### src/rtl/ose_pkg.sv
package ose_pkg;

   localparam int STACK_DEPTH = 256;
   localparam int ADDR_W      = $clog2(STACK_DEPTH);
   localparam int HEIGHT_W    = ADDR_W + 1;
   localparam int WORD_W      = 64;
   localparam int OP_W        = 3;
   localparam int STATUS_W    = 2;

   localparam int REQ_FIELDS_W = WORD_W + HEIGHT_W;
   localparam int REQ_TDATA_W  = ((REQ_FIELDS_W + 7) / 8) * 8;
   localparam int RSP_FIELDS_W = WORD_W + HEIGHT_W + STATUS_W;
   localparam int RSP_TDATA_W  = ((RSP_FIELDS_W + 7) / 8) * 8;
   localparam int REQ_TUSER_W  = 8;

   // Depth compared against a height that may have grown by two.
   localparam logic [HEIGHT_W:0] DEPTH_EXT = (HEIGHT_W + 1)'(STACK_DEPTH);

   typedef enum logic [OP_W-1:0] {
      OP_PUSH       = 3'd0,
      OP_POP        = 3'd1,
      OP_SWAP       = 3'd2,
      OP_SWAP_PAIRS = 3'd3,
      OP_ROTATE     = 3'd4,
      OP_DUP        = 3'd5,
      OP_DUP_PAIR   = 3'd6,
      OP_DROP       = 3'd7
   } op_type;

   typedef enum logic [STATUS_W-1:0] {
      ST_OK    = 2'd0,
      ST_UNDER = 2'd1,
      ST_OVER  = 2'd2
   } status_type;

   typedef struct packed {
      logic              en;
      logic              we;
      logic [ADDR_W-1:0] addr;
      logic [WORD_W-1:0] wdata;
   } ram_req_type;

   typedef struct packed {
      logic [WORD_W-1:0]   popped_value;
      logic [HEIGHT_W-1:0] stack_height;
      status_type          status;
   } result_type;

   // Number of stored elements read before any write.
   function automatic logic [2:0] op_reads(input op_type op);
      logic [2:0] n;
      case (op)
         OP_POP:        n = 3'd1;
         OP_SWAP:       n = 3'd2;
         OP_SWAP_PAIRS: n = 3'd4;
         OP_ROTATE:     n = 3'd3;
         OP_DUP:        n = 3'd1;
         OP_DUP_PAIR:   n = 3'd2;
         default:       n = 3'd0;
      endcase
      return n;
   endfunction

   function automatic logic [2:0] op_writes(input op_type op);
      logic [2:0] n;
      case (op)
         OP_PUSH:       n = 3'd1;
         OP_SWAP:       n = 3'd2;
         OP_SWAP_PAIRS: n = 3'd4;
         OP_ROTATE:     n = 3'd3;
         OP_DUP:        n = 3'd1;
         OP_DUP_PAIR:   n = 3'd2;
         default:       n = 3'd0;
      endcase
      return n;
   endfunction

   // Minimum height needed before the operation.
   function automatic logic [2:0] op_need(input op_type op);
      logic [2:0] n;
      case (op)
         OP_POP:        n = 3'd1;
         OP_SWAP:       n = 3'd2;
         OP_SWAP_PAIRS: n = 3'd4;
         OP_ROTATE:     n = 3'd3;
         OP_DUP:        n = 3'd1;
         OP_DUP_PAIR:   n = 3'd2;
         default:       n = 3'd0;
      endcase
      return n;
   endfunction

   function automatic logic [1:0] op_grow(input op_type op);
      logic [1:0] n;
      case (op)
         OP_PUSH:     n = 2'd1;
         OP_DUP:      n = 2'd1;
         OP_DUP_PAIR: n = 2'd2;
         default:     n = 2'd0;
      endcase
      return n;
   endfunction

   // Which captured word goes to write slot j. Read slot k holds the
   // element k places below the top.
   function automatic logic [1:0] op_wsrc(input op_type op, input logic [1:0] j);
      logic [1:0] s;
      case (op)
         OP_SWAP:       s = (j == 2'd0) ? 2'd1 : 2'd0;
         OP_SWAP_PAIRS: s = j ^ 2'd2;
         OP_ROTATE: begin
            case (j)
               2'd0:    s = 2'd1;
               2'd1:    s = 2'd2;
               default: s = 2'd0;
            endcase
         end
         OP_DUP_PAIR:   s = (j == 2'd0) ? 2'd1 : 2'd0;
         default:       s = 2'd0;
      endcase
      return s;
   endfunction

endpackage

### src/rtl/ose_core.sv
module ose_core (
   input  logic                         clock,
   input  logic                         reset,
   input  logic                         start,
   input  ose_pkg::op_type              op,
   input  logic [ose_pkg::WORD_W-1:0]   push_value,
   input  logic [ose_pkg::HEIGHT_W-1:0] drop_count,
   output logic                         idle,
   input  logic                         res_free,
   output logic                         res_load,
   output ose_pkg::result_type          result,
   output ose_pkg::ram_req_type         ram_req,
   input  logic [ose_pkg::WORD_W-1:0]   rd_data
);

   typedef enum logic [4:0] {
      S_IDLE  = 5'b00001,
      S_READ  = 5'b00010,
      S_DRAIN = 5'b00100,
      S_WRITE = 5'b01000,
      S_DONE  = 5'b10000
   } state_type;

   localparam int HW = ose_pkg::HEIGHT_W;
   localparam int AW = ose_pkg::ADDR_W;
   localparam int WW = ose_pkg::WORD_W;

   state_type              state_ff, state_in;
   logic [HW-1:0]          height_ff, height_in;
   logic [HW-1:0]          base_ff, base_in;
   ose_pkg::op_type        op_ff, op_in;
   ose_pkg::status_type    status_ff, status_in;
   logic [WW-1:0]          val_ff, val_in;
   logic [2:0]             nread_ff, nread_in;
   logic [2:0]             nwrite_ff, nwrite_in;
   logic [1:0]             step_ff, step_in;
   logic                   cap_ff, cap_in;
   logic [1:0]             cap_idx_ff, cap_idx_in;
   logic [WW-1:0]          buf_ff [4];

   logic [HW:0]            grown;
   logic                   under, over;
   ose_pkg::status_type    chk_status;
   logic [HW-1:0]          chk_height;
   logic [HW-1:0]          rd_ptr, wr_ptr;
   logic                   grows;

   // Checks made on the incoming operation against the current height.
   always_comb begin
      grown = {1'b0, height_ff} + (HW + 1)'(ose_pkg::op_grow(op));
      under = (height_ff < HW'(ose_pkg::op_need(op)));
      over  = (grown > ose_pkg::DEPTH_EXT);
      chk_height = height_ff;
      if (op == ose_pkg::OP_DROP) begin
         if (drop_count > height_ff) begin
            chk_status = ose_pkg::ST_UNDER;
            chk_height = '0;
         end else begin
            chk_status = ose_pkg::ST_OK;
            chk_height = height_ff - drop_count;
         end
      end else if (under) begin
         chk_status = ose_pkg::ST_UNDER;
      end else if (over) begin
         chk_status = ose_pkg::ST_OVER;
      end else begin
         chk_status = ose_pkg::ST_OK;
         if (op == ose_pkg::OP_POP) begin
            chk_height = height_ff - HW'(1);
         end else begin
            chk_height = grown[HW-1:0];
         end
      end
   end

   assign grows  = (op_ff == ose_pkg::OP_PUSH) || (op_ff == ose_pkg::OP_DUP) ||
                   (op_ff == ose_pkg::OP_DUP_PAIR);
   assign rd_ptr = base_ff - HW'(step_ff) - HW'(1);
   assign wr_ptr = grows ? (base_ff + HW'(step_ff)) : rd_ptr;

   always_comb begin
      state_in   = state_ff;
      height_in  = height_ff;
      base_in    = base_ff;
      op_in      = op_ff;
      status_in  = status_ff;
      val_in     = val_ff;
      nread_in   = nread_ff;
      nwrite_in  = nwrite_ff;
      step_in    = step_ff;
      cap_in     = 1'b0;
      cap_idx_in = step_ff;
      res_load   = 1'b0;
      ram_req    = '0;
      case (state_ff)
         S_IDLE: begin
            if (start) begin
               base_in   = height_ff;
               height_in = chk_height;
               op_in     = op;
               status_in = chk_status;
               val_in    = push_value;
               nread_in  = ose_pkg::op_reads(op);
               nwrite_in = ose_pkg::op_writes(op);
               step_in   = '0;
               if (chk_status != ose_pkg::ST_OK) begin
                  state_in = S_DONE;
               end else if (ose_pkg::op_reads(op) != 3'd0) begin
                  state_in = S_READ;
               end else if (ose_pkg::op_writes(op) != 3'd0) begin
                  state_in = S_WRITE;
               end else begin
                  state_in = S_DONE;
               end
            end
         end
         S_READ: begin
            ram_req.en   = 1'b1;
            ram_req.addr = rd_ptr[AW-1:0];
            cap_in       = 1'b1;
            if ({1'b0, step_ff} == nread_ff - 3'd1) begin
               step_in  = '0;
               state_in = S_DRAIN;
            end else begin
               step_in = step_ff + 2'd1;
            end
         end
         S_DRAIN: begin
            // The last read word is captured at the end of this cycle.
            state_in = (nwrite_ff != 3'd0) ? S_WRITE : S_DONE;
         end
         S_WRITE: begin
            ram_req.en    = 1'b1;
            ram_req.we    = 1'b1;
            ram_req.addr  = wr_ptr[AW-1:0];
            ram_req.wdata = (op_ff == ose_pkg::OP_PUSH) ? val_ff
                            : buf_ff[ose_pkg::op_wsrc(op_ff, step_ff)];
            if ({1'b0, step_ff} == nwrite_ff - 3'd1) begin
               step_in  = '0;
               state_in = S_DONE;
            end else begin
               step_in = step_ff + 2'd1;
            end
         end
         S_DONE: begin
            if (res_free) begin
               res_load = 1'b1;
               state_in = S_IDLE;
            end
         end
         default: begin
            state_in = S_IDLE;
         end
      endcase
   end

   always_ff @(posedge clock) begin
      if (reset) begin
         state_ff  <= S_IDLE;
         height_ff <= '0;
         cap_ff    <= 1'b0;
      end else begin
         state_ff  <= state_in;
         height_ff <= height_in;
         cap_ff    <= cap_in;
      end
   end

   always_ff @(posedge clock) begin
      base_ff    <= base_in;
      op_ff      <= op_in;
      status_ff  <= status_in;
      val_ff     <= val_in;
      nread_ff   <= nread_in;
      nwrite_ff  <= nwrite_in;
      step_ff    <= step_in;
      cap_idx_ff <= cap_idx_in;
      if (cap_ff) begin
         buf_ff[cap_idx_ff] <= rd_data;
      end
   end

   assign idle = (state_ff == S_IDLE);

   always_comb begin
      result.popped_value = ((op_ff == ose_pkg::OP_POP) && (status_ff == ose_pkg::ST_OK))
                            ? buf_ff[0] : '0;
      result.stack_height = height_ff;
      result.status       = status_ff;
   end

endmodule

### config.mk
export PLATFORM = sky130hd
export DESIGN_NAME = ose_core
export DESIGN_NICKNAME = d
export VERILOG_FILES = /design/src/rtl/ose_pkg.sv /design/src/rtl/ose_core.sv
export SDC_FILE = /design/constraint.sdc
export NUM_CORES = 1
export LEC_CHECK = 0
export BUFFER_PORTS_ARGS = -buffer_cell sky130_fd_sc_hd__buf_4
export CAP_MARGIN = 20
export CORE_ASPECT_RATIO = 0.75
export CORE_MARGIN = 2
export CORE_UTILIZATION = 51
export DETAILED_ROUTE_END_ITERATION = 8
export GPL_ROUTABILITY_DRIVEN = 0
export PLACE_DENSITY = 0.79
export SYNTH_ARGS = -nofsm -noshare
export SYNTH_HDL_FRONTEND = slang
export SYNTH_SLANG_ARGS = --single-unit
### constraint.sdc
create_clock -name clock -period 12.05 [get_ports clock]
set_input_delay 1.205 -clock clock [delete_from_list [all_inputs] [get_ports clock]]
set_output_delay 1.205 -clock clock [all_outputs]
set_load 0.02 [all_outputs]
* Word level (Yosys, flattened, before mapping) *
Memories as Yosys holds them, arrays and structs flattened.
Cells that the tools add are included.

word-level totals
  bits in registers = 102
  RAM bits = 256
  input bits = 144
  output and inout port bits = 151
  word-level logic and storage cells = 121
  memories = 1

memory list
  memory  depth  width  read ports  clocked after Yosys merged registers in  wr ports  RTL line        source
  buf_ff  4      64     2           0                                        1         ose_core.sv:39  logic [WW-1:0] buf_ff [4];

operators by class
  add/sub/neg operators = 9
  magnitude comparators = 3
  eq/ne operators = 27
  muxes and demuxes = 48
  bitwise logic cells = 1
  reductions and logical operators = 21

operator list
  kind                 count
  $mux 64              3
  $mux 9               5
  $mux 5               8
  $pmux 5 s5           1
  $pmux 3 s4           2
  $eq 3x3->1 const B   7
  $mux 3               7
  $pmux 8 s2           1
  $mux 2               7
  $eq 3x2->1 const B   4
  $pmux 2 s3           2
  $reduce_bool 3->1    4
  $add 9x2->10         1
  $gt 10x9->1 const B  1
  $reduce_or 2->1      5
  $gt 9x9->1           1
  $lt 9x3->1           1
  $mux 1               9
  $sub 9x1->9 const B  1
  $sub 9x9->9          1
  $add 8x2->8          1
  $mux 8               1
  $ne 2x2->1 const B   4
  $pmux 2 s2           2
  other kinds (21)     30

* Longest topological paths before layout *
  depth in word-level cells = 23
  depth in mapped cells = 12
  mapped depth without buffers = 11

* Worst setup path before layout *
OpenSTA, ideal clock, no wires.

  kind = register to register
  start point = register cap_ff
  end point = memory buf_ff[0][0] (netlist name) (enable)
  setup time = 0.578 ns
  arrival time = 5.008 ns
  required time = 11.472 ns
  path slack = 6.464 ns
  cell stages (with the launch flop) = 2
  path buffers = 0
  clock period less this slack = 5.586 ns
  cells stage by stage = dfxtp_1 nor3b_1

between the ends
  cells in the longest elaborated chain, start to end = 2

RTL lines
  what                          RTL line         source
  start, declared               ose_core.sv:37   logic cap_ff, cap_in;
  start signal, assigned        ose_core.sv:165  cap_ff <= cap_in;
  $mux 1                        ose_core.sv:178  if (cap_ff) begin
  $mux 1 (implied by the code)  ose_core.sv:179  buf_ff[cap_idx_ff] <= rd_data;
  end, declared                 ose_core.sv:39

No other way between the ends.

==> impl_metrics.tcl <==
set metrics [dict create \
    outcome "completed" \
    drt-pass1-iter-count 6 \
    synth-async-reset-ratio_pct 0 \
    tritoncts "yes" \
    synth_area_per_cell_um2 11.4 \
    numCtsBuffers 37 \
    ctsHoldBuffers 0 \
    hold_path_class "register to register" \
    finalClockSkew_ps 14.8 \
    synth_edf_count 340 \
    drive_gt1_share_pct 22.8 \
    cts_root_buffer "clkbuf_16" \
    post_cts_resized 0 \
    grt_pass1_wl_um 64500 \
    period_minus_slack_ps 5300 \
    slew_violations 0 \
    pin_count 295 \
    vdd.ir_drop.worst_mv 0.0992 \
    cts_sinks 357 \
    start_util_pct 52.2 \
    wl_met2_um 19600 \
    placed_area_mm2 0.0185 \
    port_buffers 294 \
    wl_met3_um 3640 \
    timing.final.crit_share_pct 44.0 \
    cp_top_family "simple AND/OR/NAND/NOR gates" \
    chipWidth_um 208 \
    yosys.cell_count.top_type "nand2_1" \
    synthesis.yosys.warnings 0 \
    rsz0062_at_grt "no" \
    cap_viol_max_count 0 \
    overflow 0 \
    utilization_pct 64.5 \
    pwr_density_cell_mw_per_mm2 185 \
    path_cells "nor3b_1 > a32o_4 > buf_4 > nand2_1 > nand3_1 > nand3_1 > a21oi_1 > buf_4" \
    grt_max_degree 85 \
    core-area_mm2 0.0304 \
    p_leak_nw 7.64 \
    clk_latency_ps 540 \
    setup_ws_ps 6750 \
    antenna_found_initial 2 \
    syn_area_mm2 0.0159 \
    crit_type "register to primary output" \
    syn_to_final_growth_pct 23.4 \
    drc 0 \
    rows 55 \
    synth_cell_type_count 66 \
    ant_nets 0 \
    drt_iter0_drc 1237 \
    fmax_ghz 0.189 \
    tns_ps 0 \
    synth_cells 1400 \
    worstMarginPinSlew_ps 1040 \
    highest_layer "met4" \
    ys.flop_type "edfxtp_1" \
    clkTransAtPathRegs_ps 60 \
    seq_area_frac_synth_pct 66.4 \
    ys_top_cells_by_count "348 x nand2_1, 340 x edfxtp_1, 202 x nand3_1" \
    crit_path_max_incr_delay_ps 770 \
    dpl.hpwl_um 25900 \
    grt_pass1_vias 11600 \
    yosysTopAreaCell "edfxtp_1" \
    synth-seq-cells 357 \
    met1_length_um 17900 \
    die_height_um 157 \
    wl_um 42100 \
    cp_slowest_cell "buf_4" \
    required_ps 10850 \
    final_area_mm2 0.0196 \
    critPathMaxFanout 83 \
    syn-num-nets 1572 \
    post_cts_buffers 0 \
    synthTopCellsByArea "edfxtp_1 64%, nand2_1 8.2%, nand3_1 6.4%" \
    setup_viol 0 \
    synth_top_cell_area_share_pct 64.3 \
    timing_hold_violations_final 0 \
    arrival_ps 4100 \
    slew_headroom_pct 30.5 \
    gr-usage-all-layers_pct 25.4 \
    dieArea_mm2 0.0326 \
    cts.htree.levels 2 \
    num-nets-final 1837 \
    dp_worst_setup_slack_ps 7350 \
    cp-end-kind "primary output" \
    viasPerCell 5.71 \
    startpoint_type "register" \
    cp.buffers_inverters 2 \
    vias 12000 \
    clockBufferDepth 3 \
    wl_per_cell_um 20.1 \
]
## power breakdown
part           switching, W  internal [W]  total, W
clock              0.000465      0.000612   0.00108
sequential        0.0000909       0.00149   0.00158
combinational      0.000630      0.000337  0.000967
## routing by layer
layer  global-route usage (%)  up-vias
met3                     4.74       68
li1                         -     5525
met5                        0        -
met4                     7.67        0
met2                     39.6      626
met1                     36.4     5736
## sequential cells by signal, indices dropped and copies added (netlist names)
signal	cells
buf_ff	256
val_ff	64
height_ff	9
base_ff	8
state_ff	5
nread_ff	3
op_ff	3
cap_idx_ff	2
cap_idx_in	2
nwrite_ff	2
status_ff	2
cap_ff	1
## layout make-up
cell class	instances	area, µm²
antenna	2	5.00
sequential	357	10600
tap	399	499
inverter	31	119
clock buffer	48	967
clock inverter	17	156
fill	2275	10800
multi-input combinational	930	4980
timing repair buffer	308	2330
## metrics by stage
step	hold slack [ps]	cells	power (W)
after CTS	625	2089	0.00363
after detailed placement	618	2024	0.00256
after global routing	637	2091	0.00380
final	632	2092	0.00363
after floorplan	517	1400	0.00222
after global placement	590	2024	0.00252
## placed cells by master (no fill, tap or decap), drive strengths merged, types with 3 or more instances in the layout
master	instances
nand2	348
a22oi	4
clkinv	12
or2	5
nor2b	12
nand3b	3
a211oi	3
edfxtp	340
fa	4
nor3b	5
nor4	5
o211ai	4
ha	24
and2	65
a221oi	5
dfxtp	17
or4	3
and3	6
xnor2	9
inv	33
or3	6
o22ai	5
a21oi	83
nor2	38
buf	308
xor2	11
o21ai	23
nand2b	3
clkbuf	48
nor3	17
nand3	202
a31oi	8
## logic make-up after synthesis
logic type / after synthesis / synth area share (%)
AO/OA/AOI/OAI: 158 / 6.23
adder cells (fa/ha/maj): 28 / 2.39
AND/OR/NAND/NOR: 724 / 21.1
flip-flops: 357 / 66.4
XOR/XNOR: 20 / 1.10
buffers and inverters: 113 / 2.76
## tightest hold or removal path, delay by kind of cell, from the launching register on
kind | cells | cell delay [ps]
compound gates | 1 | 100
flops | 1 | 360
buf+inv | 1 | 130
## path summary, 6_finish.rpt
kind | startpoint | end | slack [ps] | cells after the start
worst min register to register | height_ff[8]$_SDFFE_PP0P_ | height_ff[8]$_SDFFE_PP0P_ | 630 | 2
worst max-delay path | op_ff[1]$_DFFE_PP_ | ram_req[56] | 6750 | 8
worst max register to register | height_ff[0]$_SDFFE_PP0P_ | height_ff[7]$_SDFFE_PP0P_ | 9140 | 7
worst min-delay path | height_ff[8]$_SDFFE_PP0P_ | height_ff[8]$_SDFFE_PP0P_ | 630 | 2
(Power assumes the default switching activity.)
